File: src/rtl/core/cdps_pkg.sv
`timescale 1ns / 1ps
// ----------------------------------------------------------------------------
// cdps_pkg
// Widths, reset values and register indexes of the clock divider pair search.
// ----------------------------------------------------------------------------
package cdps_pkg;

   // search limits
   localparam int FIRST_DIVIDER_LIMIT = 32;
   localparam int SECOND_DIVIDER_BITS = 16;

   // field widths
   localparam int CLK_W        = 32;
   localparam int FIRST_MAX_W  = 6;
   localparam int SECOND_MAX_W = 16;
   localparam int ICM_W        = 32;
   localparam int FIRST_OUT_W  = 6;
   localparam int SECOND_OUT_W = 16;

   // configuration port
   localparam int CSR_IDX_W  = 2;
   localparam int CSR_DATA_W = 32;

   typedef enum logic [CSR_IDX_W-1:0] {
      CSR_FIRST_MAX  = 2'd0,
      CSR_SECOND_MAX = 2'd1,
      CSR_ICM_MAX    = 2'd2
   } csr_index_type;

   localparam logic [FIRST_MAX_W-1:0]  FIRST_MAX_RST  = 6'd32;
   localparam logic [SECOND_MAX_W-1:0] SECOND_MAX_RST = 16'hFFFF;
   localparam logic [ICM_W-1:0]        ICM_MAX_RST    = 32'd100000000;

   // datapath widths
   localparam int K_W    = $clog2(FIRST_DIVIDER_LIMIT + 2);
   localparam int D_W    = CLK_W + K_W;
   localparam int N_W    = D_W + 2;
   localparam int DEN_W  = K_W + SECOND_DIVIDER_BITS;
   localparam int PROD_W = N_W + DEN_W;
   localparam int CNT_W  = $clog2(((N_W > DEN_W) ? N_W : DEN_W) + 1);
   localparam int KC_W   = (K_W > FIRST_MAX_W) ? K_W : FIRST_MAX_W;

endpackage

File: src/rtl/core/cdps_if.sv
`timescale 1ns / 1ps
// ----------------------------------------------------------------------------
// cdps channel interfaces
// Valid/ready channels for requests, responses and register writes.
// ----------------------------------------------------------------------------
interface cdps_req_if;
   import cdps_pkg::*;

   logic             valid;
   logic             ready;
   logic [CLK_W-1:0] source_clock;
   logic [CLK_W-1:0] target_clock;

   modport source (output valid, output source_clock, output target_clock, input ready);
   modport sink   (input valid, input source_clock, input target_clock, output ready);
endinterface

interface cdps_rsp_if;
   import cdps_pkg::*;

   logic                    valid;
   logic                    ready;
   logic                    found;
   logic [FIRST_OUT_W-1:0]  first_divider;
   logic [SECOND_OUT_W-1:0] second_divider;

   modport source (output valid, output found, output first_divider,
                   output second_divider, input ready);
   modport sink   (input valid, input found, input first_divider,
                   input second_divider, output ready);
endinterface

interface cdps_csr_if;
   import cdps_pkg::*;

   logic                  valid;
   logic                  ready;
   logic [CSR_IDX_W-1:0]  index;
   logic [CSR_DATA_W-1:0] data;

   modport source (output valid, output index, output data, input ready);
   modport sink   (input valid, input index, input data, output ready);
endinterface

File: src/rtl/core/clock_divider_pair_search_core.sv
`timescale 1ns / 1ps
// ----------------------------------------------------------------------------
// clock_divider_pair_search_core
// Search for the first/second divider pair that best meets a target clock.
// ----------------------------------------------------------------------------
// Usage:
//   req_chan  : one beat carries source_clock and target_clock in hertz.
//   rsp_chan  : one beat per request: found, first_divider, second_divider
//               (all zero when no pair fits or the target is zero).
//   csr_chan  : register writes, always ready; index 0 first divider max,
//               1 second divider max, 2 intermediate clock max. Write only
//               while no request is in flight.
// Sequence:
//   Each first divider candidate k = 1..32 passes through a check state. An
//   eligible candidate adds a bit-serial divide, an evaluate state and,
//   once a best pair exists, a bit-serial cross-multiply and a decide
//   state. Every candidate uses the shared divide and multiply shift
//   registers. One request at a time.
// Reset and stalls:
//   Reset restores the register defaults and drops any request in flight.
//   A result waits in the output register while rsp_chan is stalled; the
//   next request is taken meanwhile and its search stops at the end only
//   until the output register is free.
// ----------------------------------------------------------------------------
module clock_divider_pair_search_core (
   input logic        clock,
   input logic        reset,
   cdps_req_if.sink   req_chan,
   cdps_rsp_if.source rsp_chan,
   cdps_csr_if.sink   csr_chan
);
   import cdps_pkg::*;

   typedef enum logic [6:0] {
      ST_IDLE   = 7'b0000001,
      ST_CHECK  = 7'b0000010,
      ST_DIV    = 7'b0000100,
      ST_EVAL   = 7'b0001000,
      ST_MUL    = 7'b0010000,
      ST_DECIDE = 7'b0100000,
      ST_FINISH = 7'b1000000
   } state_type;

   // control state
   state_type                 state_ff, state_in;
   logic [K_W-1:0]            k_ff, k_in;
   logic [CNT_W-1:0]          cnt_ff, cnt_in;
   logic                      have_ff, have_in;

   // configuration registers
   logic [FIRST_MAX_W-1:0]    fmax_ff, fmax_in;
   logic [SECOND_MAX_W-1:0]   smax_ff, smax_in;
   logic [ICM_W-1:0]          icm_ff, icm_in;

   // request held for the whole search
   logic [CLK_W-1:0]          src_ff, src_in;
   logic [CLK_W-1:0]          dst_ff, dst_in;

   // bit-serial divider
   logic [N_W-2:0]            dvs_ff, dvs_in;
   logic [N_W-1:0]            numsh_ff, numsh_in;
   logic [N_W-1:0]            numk_ff, numk_in;
   logic [N_W-1:0]            rem_ff, rem_in;

   // candidate and best pair
   logic [N_W-1:0]            n_ff, n_in;
   logic [DEN_W-1:0]          den_ff, den_in;
   logic [SECOND_DIVIDER_BITS-1:0] q_ff, q_in;
   logic [N_W-1:0]            best_n_ff, best_n_in;
   logic [DEN_W-1:0]          best_den_ff, best_den_in;
   logic [K_W-1:0]            best1_ff, best1_in;
   logic [SECOND_DIVIDER_BITS-1:0] best2_ff, best2_in;

   // bit-serial cross-multiply
   logic [PROD_W-1:0]         acc_a_ff, acc_a_in;
   logic [PROD_W-1:0]         acc_b_ff, acc_b_in;
   logic [DEN_W-1:0]          sh_a_ff, sh_a_in;
   logic [DEN_W-1:0]          sh_b_ff, sh_b_in;

   // output register
   logic                      rsp_valid_ff, rsp_valid_in;
   logic                      rsp_found_ff, rsp_found_in;
   logic [FIRST_OUT_W-1:0]    rsp_first_ff, rsp_first_in;
   logic [SECOND_OUT_W-1:0]   rsp_second_ff, rsp_second_in;

   // combinational temporaries
   logic [ICM_W-1:0]          icm_eff;
   logic [D_W-1:0]            cand_d;
   logic [D_W-1:0]            low_prod;
   logic                      below_start;
   logic                      eligible;
   logic [N_W-1:0]            num_load;
   logic [N_W-1:0]            trial;
   logic                      trial_ge;
   logic [N_W-1:0]            p_dbl;
   logic [N_W-1:0]            p_val;
   logic [N_W-1:0]            n_cand;
   logic                      q_ok;
   logic [DEN_W-1:0]          den_cand;
   logic                      out_free;
   logic                      req_take;

   assign req_chan.ready          = (state_ff == ST_IDLE);
   assign csr_chan.ready          = 1'b1;
   assign rsp_chan.valid          = rsp_valid_ff;
   assign rsp_chan.found          = rsp_found_ff;
   assign rsp_chan.first_divider  = rsp_first_ff;
   assign rsp_chan.second_divider = rsp_second_ff;

   assign req_take = req_chan.valid && (state_ff == ST_IDLE);
   assign out_free = !rsp_valid_ff || rsp_chan.ready;

   always_comb begin
      // candidate check: k is below start when (k + 1) * icm <= source
      icm_eff     = (icm_ff == '0) ? ICM_W'(1) : icm_ff;
      cand_d      = D_W'(dst_ff) * D_W'(k_ff);
      low_prod    = D_W'(icm_eff) * D_W'(K_W'(k_ff + 1'b1));
      below_start = (low_prod <= D_W'(src_ff));
      eligible    = (dst_ff != '0) && (KC_W'(k_ff) <= KC_W'(fmax_ff)) && !below_start;
      // dividend 2 * source + d, divisor 2 * d: rounded quotient
      num_load    = (N_W'(src_ff) << 1) + N_W'(cand_d);

      // one restoring divide step
      trial    = {rem_ff[N_W-2:0], numsh_ff[N_W-1]};
      trial_ge = (trial >= N_W'(dvs_ff));

      // numsh holds the quotient, rem the remainder; d * q = (N - r) / 2
      p_dbl    = numk_ff - rem_ff;
      p_val    = {1'b0, p_dbl[N_W-1:1]};
      n_cand   = (p_val > N_W'(src_ff)) ? (p_val - N_W'(src_ff)) : (N_W'(src_ff) - p_val);
      q_ok     = (numsh_ff != '0)
               && (numsh_ff[N_W-1:SECOND_DIVIDER_BITS] == '0)
               && (numsh_ff <= N_W'(smax_ff));
      den_cand = DEN_W'(k_ff) * DEN_W'(numsh_ff[SECOND_DIVIDER_BITS-1:0]);
   end

   always_comb begin
      state_in      = state_ff;
      k_in          = k_ff;
      cnt_in        = cnt_ff;
      have_in       = have_ff;
      fmax_in       = fmax_ff;
      smax_in       = smax_ff;
      icm_in        = icm_ff;
      src_in        = src_ff;
      dst_in        = dst_ff;
      dvs_in        = dvs_ff;
      numsh_in      = numsh_ff;
      numk_in       = numk_ff;
      rem_in        = rem_ff;
      n_in          = n_ff;
      den_in        = den_ff;
      q_in          = q_ff;
      best_n_in     = best_n_ff;
      best_den_in   = best_den_ff;
      best1_in      = best1_ff;
      best2_in      = best2_ff;
      acc_a_in      = acc_a_ff;
      acc_b_in      = acc_b_ff;
      sh_a_in       = sh_a_ff;
      sh_b_in       = sh_b_ff;
      rsp_valid_in  = rsp_valid_ff;
      rsp_found_in  = rsp_found_ff;
      rsp_first_in  = rsp_first_ff;
      rsp_second_in = rsp_second_ff;

      // register writes; unknown indexes drop
      if (csr_chan.valid) begin
         case (csr_chan.index)
            CSR_FIRST_MAX:  fmax_in = csr_chan.data[FIRST_MAX_W-1:0];
            CSR_SECOND_MAX: smax_in = csr_chan.data[SECOND_MAX_W-1:0];
            CSR_ICM_MAX:    icm_in  = csr_chan.data[ICM_W-1:0];
            default: ;
         endcase
      end

      // retire the held beat
      if (rsp_valid_ff && rsp_chan.ready) begin
         rsp_valid_in = 1'b0;
      end

      case (state_ff)
         ST_IDLE: begin
            if (req_take) begin
               src_in   = req_chan.source_clock;
               dst_in   = req_chan.target_clock;
               k_in     = K_W'(1);
               have_in  = 1'b0;
               state_in = ST_CHECK;
            end
         end
         ST_CHECK: begin
            if (k_ff > K_W'(FIRST_DIVIDER_LIMIT)) begin
               state_in = ST_FINISH;
            end else if (eligible) begin
               dvs_in   = {cand_d, 1'b0};
               numsh_in = num_load;
               numk_in  = num_load;
               rem_in   = '0;
               cnt_in   = '0;
               state_in = ST_DIV;
            end else begin
               k_in = K_W'(k_ff + 1'b1);
            end
         end
         ST_DIV: begin
            rem_in   = trial_ge ? (trial - N_W'(dvs_ff)) : trial;
            numsh_in = {numsh_ff[N_W-2:0], trial_ge};
            cnt_in   = CNT_W'(cnt_ff + 1'b1);
            if (cnt_ff == CNT_W'(N_W - 1)) begin
               state_in = ST_EVAL;
            end
         end
         ST_EVAL: begin
            if (!q_ok) begin
               k_in     = K_W'(k_ff + 1'b1);
               state_in = ST_CHECK;
            end else if (!have_ff) begin
               // first fitting pair wins outright
               have_in     = 1'b1;
               best_n_in   = n_cand;
               best_den_in = den_cand;
               best1_in    = k_ff;
               best2_in    = numsh_ff[SECOND_DIVIDER_BITS-1:0];
               k_in        = K_W'(k_ff + 1'b1);
               state_in    = ST_CHECK;
            end else begin
               n_in     = n_cand;
               den_in   = den_cand;
               q_in     = numsh_ff[SECOND_DIVIDER_BITS-1:0];
               acc_a_in = '0;
               acc_b_in = '0;
               sh_a_in  = best_den_ff;
               sh_b_in  = den_cand;
               cnt_in   = '0;
               state_in = ST_MUL;
            end
         end
         ST_MUL: begin
            // n * best_den against best_n * den, MSB first
            acc_a_in = (acc_a_ff << 1) + (sh_a_ff[DEN_W-1] ? PROD_W'(n_ff) : '0);
            acc_b_in = (acc_b_ff << 1) + (sh_b_ff[DEN_W-1] ? PROD_W'(best_n_ff) : '0);
            sh_a_in  = sh_a_ff << 1;
            sh_b_in  = sh_b_ff << 1;
            cnt_in   = CNT_W'(cnt_ff + 1'b1);
            if (cnt_ff == CNT_W'(DEN_W - 1)) begin
               state_in = ST_DECIDE;
            end
         end
         ST_DECIDE: begin
            // strictly smaller error only, so the smallest k keeps ties
            if (acc_a_ff < acc_b_ff) begin
               best_n_in   = n_ff;
               best_den_in = den_ff;
               best1_in    = k_ff;
               best2_in    = q_ff;
            end
            k_in     = K_W'(k_ff + 1'b1);
            state_in = ST_CHECK;
         end
         ST_FINISH: begin
            if (out_free) begin
               rsp_valid_in  = 1'b1;
               rsp_found_in  = have_ff;
               rsp_first_in  = have_ff ? FIRST_OUT_W'(best1_ff) : '0;
               rsp_second_in = have_ff ? SECOND_OUT_W'(best2_ff) : '0;
               state_in      = ST_IDLE;
            end
         end
         default: begin
            state_in = ST_IDLE;
         end
      endcase
   end

   always_ff @(posedge clock) begin
      if (reset) begin
         state_ff     <= ST_IDLE;
         k_ff         <= '0;
         cnt_ff       <= '0;
         have_ff      <= 1'b0;
         fmax_ff      <= FIRST_MAX_RST;
         smax_ff      <= SECOND_MAX_RST;
         icm_ff       <= ICM_MAX_RST;
         rsp_valid_ff <= 1'b0;
      end else begin
         state_ff     <= state_in;
         k_ff         <= k_in;
         cnt_ff       <= cnt_in;
         have_ff      <= have_in;
         fmax_ff      <= fmax_in;
         smax_ff      <= smax_in;
         icm_ff       <= icm_in;
         rsp_valid_ff <= rsp_valid_in;
      end
   end

   always_ff @(posedge clock) begin
      src_ff        <= src_in;
      dst_ff        <= dst_in;
      dvs_ff        <= dvs_in;
      numsh_ff      <= numsh_in;
      numk_ff       <= numk_in;
      rem_ff        <= rem_in;
      n_ff          <= n_in;
      den_ff        <= den_in;
      q_ff          <= q_in;
      best_n_ff     <= best_n_in;
      best_den_ff   <= best_den_in;
      best1_ff      <= best1_in;
      best2_ff      <= best2_in;
      acc_a_ff      <= acc_a_in;
      acc_b_ff      <= acc_b_in;
      sh_a_ff       <= sh_a_in;
      sh_b_ff       <= sh_b_in;
      rsp_found_ff  <= rsp_found_in;
      rsp_first_ff  <= rsp_first_in;
      rsp_second_ff <= rsp_second_in;
   end

   // a not-found result carries zero dividers
   a_not_found_zero: assert property (@(posedge clock) disable iff (reset)
      (rsp_valid_ff && !rsp_found_ff) |-> (rsp_first_ff == '0 && rsp_second_ff == '0))
      else $error("not-found result with nonzero dividers");

   // a found result never carries a zero divider
   a_found_nonzero: assert property (@(posedge clock) disable iff (reset)
      (rsp_valid_ff && rsp_found_ff) |-> (rsp_first_ff != '0 && rsp_second_ff != '0))
      else $error("found result with a zero divider");

   // the candidate counter stops one past the limit
   a_k_bound: assert property (@(posedge clock) disable iff (reset)
      (state_ff != ST_IDLE) |-> (k_ff <= K_W'(FIRST_DIVIDER_LIMIT + 1)))
      else $error("first divider candidate out of range");

   // the divider never runs on a zero divisor
   a_div_nonzero: assert property (@(posedge clock) disable iff (reset)
      (state_ff == ST_DIV) |-> (dvs_ff != '0))
      else $error("divide step with zero divisor");

   // reset leaves the block idle with nothing to deliver
   a_reset_idle: assert property (@(posedge clock)
      reset |=> (state_ff == ST_IDLE && !rsp_valid_ff))
      else $error("block not idle after reset");

endmodule

File: src/flat_wrapper.sv
// flat-port wrapper written by rule: the top's interface ports become plain ports
module clock_divider_pair_search_core_flat import cdps_pkg::*;
  (clock, reset, req_chan_valid, req_chan_source_clock, req_chan_target_clock, req_chan_ready, rsp_chan_valid, rsp_chan_found, rsp_chan_first_divider, rsp_chan_second_divider, rsp_chan_ready, csr_chan_valid, csr_chan_index, csr_chan_data, csr_chan_ready);
  cdps_req_if req_chan_i ();
  cdps_rsp_if rsp_chan_i ();
  cdps_csr_if csr_chan_i ();
  input logic clock;
  input logic reset;
  input wire logic [$bits(req_chan_i.valid)-1:0] req_chan_valid;
  input wire logic [$bits(req_chan_i.source_clock)-1:0] req_chan_source_clock;
  input wire logic [$bits(req_chan_i.target_clock)-1:0] req_chan_target_clock;
  output wire logic [$bits(req_chan_i.ready)-1:0] req_chan_ready;
  output wire logic [$bits(rsp_chan_i.valid)-1:0] rsp_chan_valid;
  output wire logic [$bits(rsp_chan_i.found)-1:0] rsp_chan_found;
  output wire logic [$bits(rsp_chan_i.first_divider)-1:0] rsp_chan_first_divider;
  output wire logic [$bits(rsp_chan_i.second_divider)-1:0] rsp_chan_second_divider;
  input wire logic [$bits(rsp_chan_i.ready)-1:0] rsp_chan_ready;
  input wire logic [$bits(csr_chan_i.valid)-1:0] csr_chan_valid;
  input wire logic [$bits(csr_chan_i.index)-1:0] csr_chan_index;
  input wire logic [$bits(csr_chan_i.data)-1:0] csr_chan_data;
  output wire logic [$bits(csr_chan_i.ready)-1:0] csr_chan_ready;
  assign req_chan_i.valid = req_chan_valid;
  assign req_chan_i.source_clock = req_chan_source_clock;
  assign req_chan_i.target_clock = req_chan_target_clock;
  assign req_chan_ready = req_chan_i.ready;
  assign rsp_chan_valid = rsp_chan_i.valid;
  assign rsp_chan_found = rsp_chan_i.found;
  assign rsp_chan_first_divider = rsp_chan_i.first_divider;
  assign rsp_chan_second_divider = rsp_chan_i.second_divider;
  assign rsp_chan_i.ready = rsp_chan_ready;
  assign csr_chan_i.valid = csr_chan_valid;
  assign csr_chan_i.index = csr_chan_index;
  assign csr_chan_i.data = csr_chan_data;
  assign csr_chan_ready = csr_chan_i.ready;
  clock_divider_pair_search_core u_core (.clock(clock), .reset(reset), .req_chan(req_chan_i), .rsp_chan(rsp_chan_i), .csr_chan(csr_chan_i));
endmodule
File: config.mk
export PLATFORM = sky130hd
export DESIGN_NAME = clock_divider_pair_search_core_flat
export DESIGN_NICKNAME = d
export VERILOG_FILES = /design/src/rtl/core/cdps_pkg.sv /design/src/rtl/core/cdps_if.sv /design/src/rtl/core/clock_divider_pair_search_core.sv /design/src/flat_wrapper.sv
export SDC_FILE = /design/constraint.sdc
export NUM_CORES = 2
export LEC_CHECK = 0
export BUFFER_PORTS_ARGS = -buffer_cell sky130_fd_sc_hd__clkbuf_2
export CORE_AREA = 2 2 396 320
export DETAILED_ROUTE_END_ITERATION = 10
export DIE_AREA = 0 0 398 322
export GPL_ROUTABILITY_DRIVEN = 0
export PLACE_DENSITY = 0.6
export REMOVE_ABC_BUFFERS = 1
export SYNTH_ARGS = -nofsm -noshare
export SYNTH_HDL_FRONTEND = slang
export SYNTH_SLANG_ARGS = --single-unit
File: constraint.sdc
create_clock -name clock -period 34.3 [get_ports clock]
set_input_delay 1.715 -clock clock [delete_from_list [all_inputs] [get_ports clock]]
set_output_delay 1.715 -clock clock [all_outputs]
set_load 0.02 [all_outputs]
==> tab_implementation.tex <==
\begin{tabular}{lr}
\hline
Metric & Value \\
\hline
\multicolumn{2}{l}{\textbf{Timing}} \\
Worst-case setup margin in the final layout & 23460 ps \\
Total negative slack & 0 ps \\
Hold Vio Cnt, Final & 0 \\
Final period utilization & 31.60\% \\
Final count of negative-setup-slack endpoints & 0 \\
Final critical path time including I/O delays and setup & between 10000 and 15000 ps \\
Final-report max-slew violation count & 0 \\
Worst-margin pin slew & $\sim$1200 ps \\
Clk\_skew & 21.01 ps \\
Unrepaired setup endpoints after global routing & false \\
Maximum operating frequency & just over 0.09 GHz \\
Worst slew margin relative to its limit & 18.99\% \\
\multicolumn{2}{l}{\textbf{Yosys}} \\
Area leader, netlist & edfxtp\_1 \\
Number of flops mapped to enable cells by yosys & 573 \\
Post-synthesis cell type count & 94 \\
Cell area after synthesis & 0.05552 sq mm \\
Synthesized area per cell & a little over 9 sq um \\
Seq/Total Area, Yosys & 33.70\% \\
Cell with the most instances after synthesis & nand2\_1 \\
Yosys reg bits & 648 \\
Number of warnings issued by yosys & 0 \\
Commonest register cell after synthesis & edfxtp\_1 \\
Proportion of synthesized flip-flops having asynchronous set or reset & 0\% \\
Area share of the leading cell type in the synthesized netlist & 30.99\% \\
Synth top area cells & edfxtp\_1 (31\%), ha\_1 (11\%), fa\_1 (11\%), nand2\_1 (6.0\%), inv\_1 (4.4\%) \\
Cell types with the highest counts after synthesis & nand2\_1 (882), inv\_1 (658), edfxtp\_1 (573), ha\_1 (492), nor2\_1 (431) \\
Gate count of the mapped netlist & 6054 \\
\multicolumn{2}{l}{\textbf{Floorplan}} \\
Placeable core area & between 0.1 and 0.15 sq mm \\
Number of placed I/O pins & 129 \\
Initial standard-cell utilization of the core & between 40\% and 50\% \\
Count of standard-cell rows & 116 \\
Die Width & 398 um \\
Vert. Die Dim & 322 um \\
Die outline area & 0.1282 sq mm \\
\multicolumn{2}{l}{\textbf{GRT}} \\
Global-route wire length before repair & 227800 um \\
Remaining global-route overflow & 0 \\
Number of antenna violations at the first check in global routing & 4 \\
Pin count of the biggest net entering global routing & about 160 \\
Combined global-route utilization of all metal layers & 22.48\% \\
Via count of the first global-routing pass & 40180 \\
\multicolumn{2}{l}{\textbf{Clocking}} \\
Clock tree from TritonCTS & yes \\
Buffer levels on the longest clock path & 3 \\
Worst-Skew Late Latency & 680 ps \\
Buffer cell driving the clock tree root & clkbuf\_16 \\
CTS HTree Levels & 3 \\
Clock slew at reported path FFs & 60 ps \\
Total setup buffers inserted after CTS & 0 \\
Resized cells post-CTS & 0 \\
Number of hold-repair buffers added at the cts stage & 0 \\
Clk sink count & 648 \\
Total clock buffers created by CTS & 73 \\
\multicolumn{2}{l}{\textbf{Worst setup path}} \\
Startpoint kind of the worst setup timing path & flop \\
CP max stage delay & 1110 ps \\
Required @ worst endpoint & 34590 ps \\
Critical-path cell with the highest stage delay & dfxtp\_2 \\
Crit path arrival time & 11130 ps \\
Crit Path Category & flop to flop \\
Element type at the critical path end & flop \\
Biggest fanout along the worst timing path & a little under 70 \\
\multicolumn{2}{l}{\textbf{Placed design}} \\
HPWL after detailed placement & 112600 um \\
PortBufs & 127 \\
Post-Place Setup Slack & 23630 ps \\
\multicolumn{2}{l}{\textbf{Cells and area}} \\
NumNets Final & 6970 \\
Fraction of final layout cells sized beyond drive strength 1 & under 10\% \\
Area added between synthesis and finish & 8.282\% \\
\multicolumn{2}{l}{\textbf{Route}} \\
Average routed wire per standard cell & $\sim$19 um \\
Final Routed Wirelength & 145300 um \\
Number of design-rule violations left by the first detailed-router iteration & between 3000 and 4000 \\
Routed vias & 42440 \\
Residual DRC & 0 \\
Post-detailed-route count of antenna-violating nets & 0 \\
DR pass1 iterations & 6 \\
Average via count per standard cell & 5.458 \\
\multicolumn{2}{l}{\textbf{Run}} \\
Max-cap violations & 0 \\
\multicolumn{2}{l}{\textbf{Min path}} \\
Class of the tightest hold or removal check & flop to flop \\
\multicolumn{2}{l}{\textbf{Power and ir drop}} \\
Leak & between 20 and 30 nW \\
Worst IR Drop VDD & 0.00004213 V \\
Power per cell area & slightly below 40 mW/mm\^{}2 \\
\multicolumn{2}{l}{\textbf{Status}} \\
Run status & complete, no violations \\
\hline
\end{tabular}
[routing by layer]
metal  share of wire, %  GRT usage (%)  up-vias
met4                2.2          5.261        4
met2                 41          32.31     1204
li1                   -              -    20740
met1                 50          34.55    20320
met3                7.0          4.178      171
met5              0.016              0        -
[layout by cell type (no fill, tap or decap), types with 30 or more instances in the layout]
master     instances
nand2_1          881
inv_1            658
edfxtp_1         573
ha_1             492
nor2_1           430
a21oi_1          384
fa_1             306
and2_1           275
o21ai_0          209
a21o_1           204
xnor2_1          186
clkbuf_2         127
xor2_1           101
nand3_1           99
nor2b_1           90
clkbuf_16         76
nor3_1            70
dfxtp_1           69
nand4_1           65
o21a_1            63
o21bai_1          56
nand2b_1          50
nor4_1            44
and3_1            43
or3_1             42
a31oi_1           41
a211oi_1          40
mux2_2            38
buf_4             34
mux2i_1           30
[flip-flops by register name (all words and copies together) (netlist names), 22 cells and up]
signal              count
u_core.acc_a_ff        62
u_core.numsh_ff        40
u_core.dst_ff          32
u_core.rem_ff          40
u_core.n_ff            40
u_core.sh_a_ff         22
u_core.best_den_ff     22
u_core.acc_b_ff        62
u_core.numk_ff         38
u_core.sh_b_ff         22
u_core.src_ff          32
u_core.den_ff          22
u_core.icm_ff          32
u_core.dvs_ff          38
u_core.best_n_ff       40
[kinds of logic after synthesis]
kind of cell / count (synthesis) / share of synthesized area (%)
AO/OA/AOI/OAI: 1201 / 13.90
XOR/XNOR: 290 / 4.575
adder cells (fa/ha/maj): 798 / 22.12
buffers and inverters: 880 / 6.008
flip-flops: 648 / 33.70
multiplexers: 69 / 1.332
other: 1 / 0.006755
AND/OR/NAND/NOR: 2167 / 18.36
[worst max-delay path, delay by kind of cell (launching register included)]
family	cells	cell delay [ps]
simple gates	8	2000
flops	1	1110
xor+xnor	1	90
compound gates	10	2830
fa+ha+maj	6	3220
buf+inv	4	1120
[report_power, final]
| group | internal (mW) | switching, mW | total (mW) |
|---|---|---|---|
| Clock | 0.455 | 0.346 | 0.801 |
| Combinational | 0.236 | 0.388 | 0.624 |
| Sequential | 0.906 | 0.0438 | 0.950 |
| Total | 1.60 | 0.777 | 2.37 |
[through the flow]
step / power (mW) / instance area, sq um / hold slack, ps / cells / util (%)
2_1_floorplan: 1.391 / 54650 / 439.8 / 5832 / -
3_3_place_gp: 1.571 / 57740 / 467.3 / 7646 / 46.53
3_5_place_dp: 1.580 / 57740 / 470.9 / 7646 / 46.53
4_1_cts: 2.388 / 60110 / 482.3 / 7775 / 48.44
5_1_grt: 2.498 / 60110 / 507.0 / 7775 / 48.44
6_report: 2.375 / 60120 / 480.2 / 7776 / 48.44
[path summary, 6_finish.rpt]
path	from	end	slack, ps	cells past startpoint
worst min register to register	u_core.icm_ff[0]	u_core.icm_ff[0]	480	2
worst max register to register	u_core.k_ff[1]	u_core.numsh_ff[32]	23460	29
worst max-delay path	u_core.k_ff[1]	u_core.numsh_ff[32]	23460	29
worst min-delay path	u_core.icm_ff[0]	u_core.icm_ff[0]	480	2
[area by class of cell]
type / count / area, sq um
sequential: 648 / 18720
multi-input combinational: 4526 / 33570
clock inverter: 42 / 424.2
clock buffer: 87 / 1953
fill: 11770 / 63980
tap: 1652 / 2067
timing repair buffer: 162 / 910.9
inverter: 658 / 2470
antenna: 1 / 2.502
Power figures use the tool's default switching activity.
